`config.mk`:
```
export PLATFORM = sky130hd
export DESIGN_NAME = ssf_queue
export DESIGN_NICKNAME = d
export VERILOG_FILES = /design/src/hw/rtl/ssf_pkg.sv /design/src/hw/rtl/ssf_queue.sv
export SDC_FILE = /design/constraint.sdc
export NUM_CORES = 1
export LEC_CHECK = 0
export BUFFER_PORTS_ARGS = -buffer_cell sky130_fd_sc_hd__buf_2
export CORE_MARGIN = 3
export CORE_UTILIZATION = 46
export CTS_CLUSTER_DIAMETER = 80
export DETAILED_ROUTE_END_ITERATION = 10
export PLACE_DENSITY = 0.72
export SETUP_SLACK_MARGIN = 0.15
export SLEW_MARGIN = 20
export SYNTH_ARGS = -nofsm -noshare
export SYNTH_HDL_FRONTEND = slang
export SYNTH_SLANG_ARGS = --single-unit
```
`constraint.sdc`:
```
create_clock -name clk -period 2.38 [get_ports clk]
set_input_delay 0.119 -clock clk [delete_from_list [all_inputs] [get_ports clk]]
set_output_delay 0.119 -clock clk [all_outputs]
set_load 0.05 [all_outputs]
```
`src/hw/rtl/ssf_pkg.sv`:
```
// ----------------------------------------------------------------------------
// ssf_pkg - shared types, constants and tables of the smoothing factor unit
// Fixed-point formats, item structs and the log2 / exp2 interpolation tables.
// ----------------------------------------------------------------------------
package ssf_pkg;

  localparam int LOG_FRAC_BITS    = 16;
  localparam int TABLE_INDEX_BITS = 8;

  localparam int TAB_LEN   = (1 << TABLE_INDEX_BITS) + 1;
  localparam int LOG_SH    = 23 - TABLE_INDEX_BITS;
  localparam int LOG_ENT_W = LOG_FRAC_BITS + 1;
  localparam int EXP_ENT_W = 32;
  localparam int EXPO_W    = 9;
  localparam int LOG_W     = EXPO_W + LOG_FRAC_BITS + 1;
  localparam int EXP_SHIFT = LOG_FRAC_BITS - TABLE_INDEX_BITS;
  localparam int EXP_SH_POS = (EXP_SHIFT > 0) ? EXP_SHIFT : 0;
  localparam int EXP_R_W   = (EXP_SHIFT > 0) ? EXP_SHIFT : 1;
  localparam int Z_W       = LOG_FRAC_BITS + 6;
  localparam int N_W       = 6;
  localparam int ALPHA_W   = 17;
  localparam int P_W       = ALPHA_W + 1 + LOG_W;

  localparam logic [ALPHA_W-1:0] ALPHA_ONE   = 17'd65536;
  localparam logic [ALPHA_W-1:0] ALPHA_RESET = 17'd32768;

  localparam logic [31:0] FLT_ONE_BITS  = 32'h3F80_0000;
  localparam logic [31:0] FLT_LOW_BITS  = 32'h38D1_B717;
  localparam logic [31:0] FLT_HIGH_BITS = 32'h461C_4000;

  localparam logic [1:0] CASE_COMPUTED = 2'd0;
  localparam logic [1:0] CASE_NEUTRAL  = 2'd1;
  localparam logic [1:0] CASE_LOW      = 2'd2;
  localparam logic [1:0] CASE_HIGH     = 2'd3;

  typedef logic [LOG_ENT_W-1:0] log_tab_t [TAB_LEN];
  typedef logic [EXP_ENT_W-1:0] exp_tab_t [TAB_LEN];

  // one item handed from the front to the back
  typedef struct packed {
    logic                    neutral;
    logic signed [LOG_W-1:0] la;
    logic signed [LOG_W-1:0] lw;
  } front_item_t;

  function automatic longint unsigned isqrt64(input longint unsigned xin);
    longint unsigned x;
    longint unsigned r;
    longint unsigned b;
    x = xin;
    r = 0;
    b = 64'd1 << 62;
    while (b > x) b = b >> 2;
    while (b != 0) begin
      if (x >= r + b) begin
        x = x - (r + b);
        r = (r >> 1) + b;
      end else begin
        r = r >> 1;
      end
      b = b >> 2;
    end
    return r;
  endfunction

  // log2(1 + k/2^T) by repeated squaring
  function automatic log_tab_t build_log_tab();
    log_tab_t        t;
    longint unsigned y;
    longint unsigned acc;
    for (int k = 0; k < (1 << TABLE_INDEX_BITS); k++) begin
      y   = (64'd1 << 30) + (longint'(k) << (30 - TABLE_INDEX_BITS));
      acc = 0;
      for (int i = 0; i < LOG_FRAC_BITS + 2; i++) begin
        y   = (y * y) >> 30;
        acc = acc << 1;
        if (y >= (64'd2 << 30)) begin
          acc = acc | 64'd1;
          y   = y >> 1;
        end
      end
      t[k] = LOG_ENT_W'((acc + 64'd2) >> 2);
    end
    t[1 << TABLE_INDEX_BITS] = LOG_ENT_W'(64'd1 << LOG_FRAC_BITS);
    return t;
  endfunction

  // 2^(k/2^T) in Q2.30 from products of repeated square roots of two
  function automatic exp_tab_t build_exp_tab();
    exp_tab_t        t;
    longint unsigned roots [TABLE_INDEX_BITS+1];
    longint unsigned p;
    roots[0] = 64'd2 << 30;
    for (int i = 1; i <= TABLE_INDEX_BITS; i++) roots[i] = isqrt64(roots[i-1] << 30);
    for (int k = 0; k < (1 << TABLE_INDEX_BITS); k++) begin
      p = 64'd1 << 30;
      for (int i = 1; i <= TABLE_INDEX_BITS; i++) begin
        if (((k >> (TABLE_INDEX_BITS - i)) & 1) != 0) p = (p * roots[i] + (64'd1 << 29)) >> 30;
      end
      t[k] = EXP_ENT_W'(p);
    end
    t[1 << TABLE_INDEX_BITS] = EXP_ENT_W'(64'd2 << 30);
    return t;
  endfunction

  localparam log_tab_t LOG_TAB = build_log_tab();
  localparam exp_tab_t EXP_TAB = build_exp_tab();

endpackage

```
`src/hw/rtl/ssf_queue.sv`:
```
// ----------------------------------------------------------------------------
// ssf_queue - two-entry queue between front and back
// Lets either side stall without stopping the other at once.
// ----------------------------------------------------------------------------
module ssf_queue (
  input  logic                 clk,
  input  logic                 rst_n,
  input  logic                 push_valid,
  output logic                 push_ready,
  input  ssf_pkg::front_item_t push_item,
  output logic                 pop_valid,
  input  logic                 pop_ready,
  output ssf_pkg::front_item_t pop_item
);

  ssf_pkg::front_item_t mem_r [2];
  logic                 wr_ptr_r, rd_ptr_r;
  logic [1:0]           count_r, count_nxt;
  logic                 push, pop;

  assign push_ready = (count_r != 2'd2);
  assign pop_valid  = (count_r != 2'd0);
  assign push       = push_valid && push_ready;
  assign pop        = pop_valid && pop_ready;
  assign pop_item   = mem_r[rd_ptr_r];

  always_comb begin
    count_nxt = count_r;
    if (push && !pop) count_nxt = count_r + 2'd1;
    if (pop && !push) count_nxt = count_r - 2'd1;
  end

  always_ff @(posedge clk) begin
    if (!rst_n) begin
      wr_ptr_r <= 1'b0;
      rd_ptr_r <= 1'b0;
      count_r  <= 2'd0;
    end else begin
      if (push) wr_ptr_r <= !wr_ptr_r;
      if (pop)  rd_ptr_r <= !rd_ptr_r;
      count_r <= count_nxt;
    end
  end

  always_ff @(posedge clk) begin
    if (push) mem_r[wr_ptr_r] <= push_item;
  end

endmodule

```
==> metrics.cfg <==
[worst_hold_path]
hold_class = input port to flip-flop
whs_path_depth = 2

[timing]
post-route-period-util_pct = 76.78
clock.fmax_ghz = 0.5472
timing.clock.skew_ps = 5.802
worst_pin_slew_ps = 437.5
report.final.setup_viol = 0
max-slew-margin-rel_pct = 70.84
final_hold_viol_count = 0
setup-tns-final_ps = 0
timing.final.crit_period_ps = 1827
timing.final.max_slew_violations = 0
finalWorstSetupSlack_ps = 552.6
setup_repair_after_global_routing_missed_its_margin = false

[route]
wl_per_cell_microns = 15.53
per_cell_via_count_in_the_routed_design = 4.791
initial_drc_count = 51
detailed_route_wire_length_microns = 7360
vias = 2271
total_iterations_of_the_first_detailed_routing_run = 4
drc = 0
antenna_violating_nets_post_route = 0

[clock_network]
cts-htree-levels = 3
cts.sink_count = 111
clkLatencyLatePin_ps = 350
cts_tree = yes
clock-root-buffer = sky130_fd_sc_hd__clkbuf_8
tritoncts_buffers = 9
post_cts_setup_inserts = 0
buffer_levels_on_the_longest_clock_path = 2
clk_pin_slew_ps = 90

[worst_setup_path]
critical_path_arrival_ps = 1710
startpoint_type = flip-flop
cp.required_ps = 2260
slowest_delay_ps = 400
worst_path_class_setup = flip-flop to output pin
cp_max_fanout = 32
cpMaxStageDelayCell = sky130_fd_sc_hd__mux2_2
timing.reg2reg.worst_path_depth = 4
worstPathCellList = buf_4 > mux2_2 > buf_2
setup.worst_path.end_class = output pin

[floorplan]
design.die.area_sq_um = 9955
placeableCoreArea_sq_um = 8382
die_w_microns = 99.78
start_util_pct = 48.26
floorplan.rows = 33
die_y_microns = 99.78
ios = 112

[synthesis]
yosysWarningCount = 0
synth_cell_types = 20
synth_top_family_by_area = multiplexers
synthTopCellsByArea = sky130_fd_sc_hd__edfxtp_1 (79%), sky130_fd_sc_hd__mux2_2 (15%), sky130_fd_sc_hd__dfxtp_1 (2.5%), sky130_fd_sc_hd__buf_2 (0.74%), sky130_fd_sc_hd__xnor2_1 (0.65%)
post_synth_mux_area_share_pct = 14.75
async_reset_ff_share_pct = 0
synth_flop_cell = sky130_fd_sc_hd__edfxtp_1
syn_nets = 247
synth_area_per_cell_sq_um = 21.40
synth_compound_gate_area_share_pct = 0.9279
netlist.area_leader.share_pct = 78.69
synthAdderAreaFrac_pct = 0.3093
synth_enable_flop_cells = 106
synth_xor_xnor_area_share_pct = 0.6496
yosys.area.top_type = sky130_fd_sc_hd__edfxtp_1
synth-seq-cells = 111
synth_simple_gate_area_share_pct = 1.361
synth_top_cells_by_count = sky130_fd_sc_hd__edfxtp_1 (106), sky130_fd_sc_hd__mux2_2 (53), sky130_fd_sc_hd__buf_2 (6)
synthMostInstantiatedCell = sky130_fd_sc_hd__edfxtp_1
syn-instance-count = 189
mappedNetlistArea_sq_um = 4045
synth.yosys.seq_area_share_pct = 81.16

[power_and_ir_drop]
p_per_area_nw_per_um2 = 1130
power_leakage_uw = 0.002068
vdd_drop_max_mv = 0.6796
fin_total_pwr_uw = 6216

[layout]
layout-drive-gt1-share_pct = 51.22
final_core_utilization_pct = 65.65
antenna_cells_inserted = 0
nFillCells = 631
final_net_count = 422
fin_cells = 474
multi_input_area_sq_um = 732.0
area_growth_pct = 36.03
regArea_sq_um = 3284

[global_routing]
number_of_global_route_vias_before_repair = 2432
grt_max_degree = 33
grt_first_pass_wirelength_microns = 11740
grtUsageTotal_pct = 15.53
globalRoute.totalOverflow = 0
grt_antenna_before_repair = 0

[place]
io_buffers = 111
gp_congestion = 0.7024
numPlacedInstances = 405
place_worst_setup_slack_ps = 818.2
detailedPlacementHpwl_microns = 4577

[outcome]
status = finished clean

[flow_run]
max_cap_viol_count = 0

==> cells in the final DEF, fill, tap and decap left out <==
master and instances:
sky130_fd_sc_hd__bufinv_16 2, sky130_fd_sc_hd__mux2_2 53, sky130_fd_sc_hd__o21a_1 1, sky130_fd_sc_hd__or2_2 1, sky130_fd_sc_hd__dfxtp_1 4, sky130_fd_sc_hd__dlygate4sd3_1 53, sky130_fd_sc_hd__and2_1 1, sky130_fd_sc_hd__or3_1 1
sky130_fd_sc_hd__nand2b_2 1, sky130_fd_sc_hd__a21bo_2 1, sky130_fd_sc_hd__ha_1 1, sky130_fd_sc_hd__nand3b_1 1, sky130_fd_sc_hd__xnor2_1 3, sky130_fd_sc_hd__nand2_1 1, sky130_fd_sc_hd__clkbuf_8 10, sky130_fd_sc_hd__clkbuf_1 3
sky130_fd_sc_hd__edfxtp_1 106, sky130_fd_sc_hd__o21ai_0 1, sky130_fd_sc_hd__buf_4 6, sky130_fd_sc_hd__dfxtp_2 1, sky130_fd_sc_hd__a21boi_1 1, sky130_fd_sc_hd__buf_2 111, sky130_fd_sc_hd__nor2b_1 2, sky130_fd_sc_hd__a21boi_0 1
sky130_fd_sc_hd__clkinvlp_4 2, sky130_fd_sc_hd__and3_2 1
==> path summary, 6_finish.rpt <==
kind | startpoint | end | slack (ps)
hold / removal | rst_n | count_r[0] | 30
setup reg to reg | count_r[0] | mem_r[0][25] | 830
hold reg to reg | count_r[1] | count_r[1] | 530
setup / recovery | flip-flop | pop_item[34] | 550
==> per-stage QoR <==
stage / hold WS [ps] / cell area [sq um]
after floorplan: 217.9 / 4053
after global placement: 306.2 / 4756
after detailed placement: 310.3 / 4756
after CTS: 22.33 / 5503
after global routing: 18.87 / 5503
final: 33.34 / 5503
==> where the power goes <==
part / switching (uW) / internal [uW]
clock: 559 / 624
combinational: 1750 / 743
sequential: 77.7 / 2460
total: 2390 / 3830
==> layer usage <==
layer	up-vias	wire (microns)	GRT usage [%]
li1	1087	-	-
met1	1086	2951	18.62
met2	87	3810	26.42
met3	11	489	4.170
met4	0	109	6.723
met5	-	0	0
==> critical path, delay by kind of cell (launching register included) <==
kind	cells	cell delay [ps]
flip-flops	1	340
multiplexers	1	400
buffers and inverters	2	600
==> sequential cells by signal (all words and copies together) (netlist names), named ones only <==
register	flops
mem_r	106
count_r	2
rd_ptr_r	1
wr_ptr_r	1
==> timing repair <==
item / in CTS / in global routing
hold endpoints to repair: 106 / 0
endpoints found under the setup margin: 0 / 0
resized for setup: 0 / 0
hold buffers: 53 / 0
==> layout make-up <==
| class | count | area share, % |
|---|---|---|
| Clock buffer | 13 | 2.706 |
| Clock inverter | 3 | 1.228 |
| Inverter | 1 | 0.1364 |
| Multi-Input combinational cell | 71 | 13.30 |
| Sequential cell | 111 | 59.69 |
| Tap cell | 105 | 2.387 |
| Timing Repair Buffer | 170 | 20.55 |
==> cell families (layout without fill, tap and decap cells) <==
| kind of cell | Yosys count | count (layout) |
|---|---|---|
| buffers and inverters | 7 | 187 |
| flip-flops | 111 | 111 |
| adder cells (fa/ha/maj) | 1 | 1 |
| multiplexers | 53 | 53 |
| AND/OR/NAND/NOR | 9 | 9 |
| XOR/XNOR | 3 | 3 |
| AO/OA/AOI/OAI | 5 | 5 |
No activity file was read; power rests on OpenSTA's default activity.
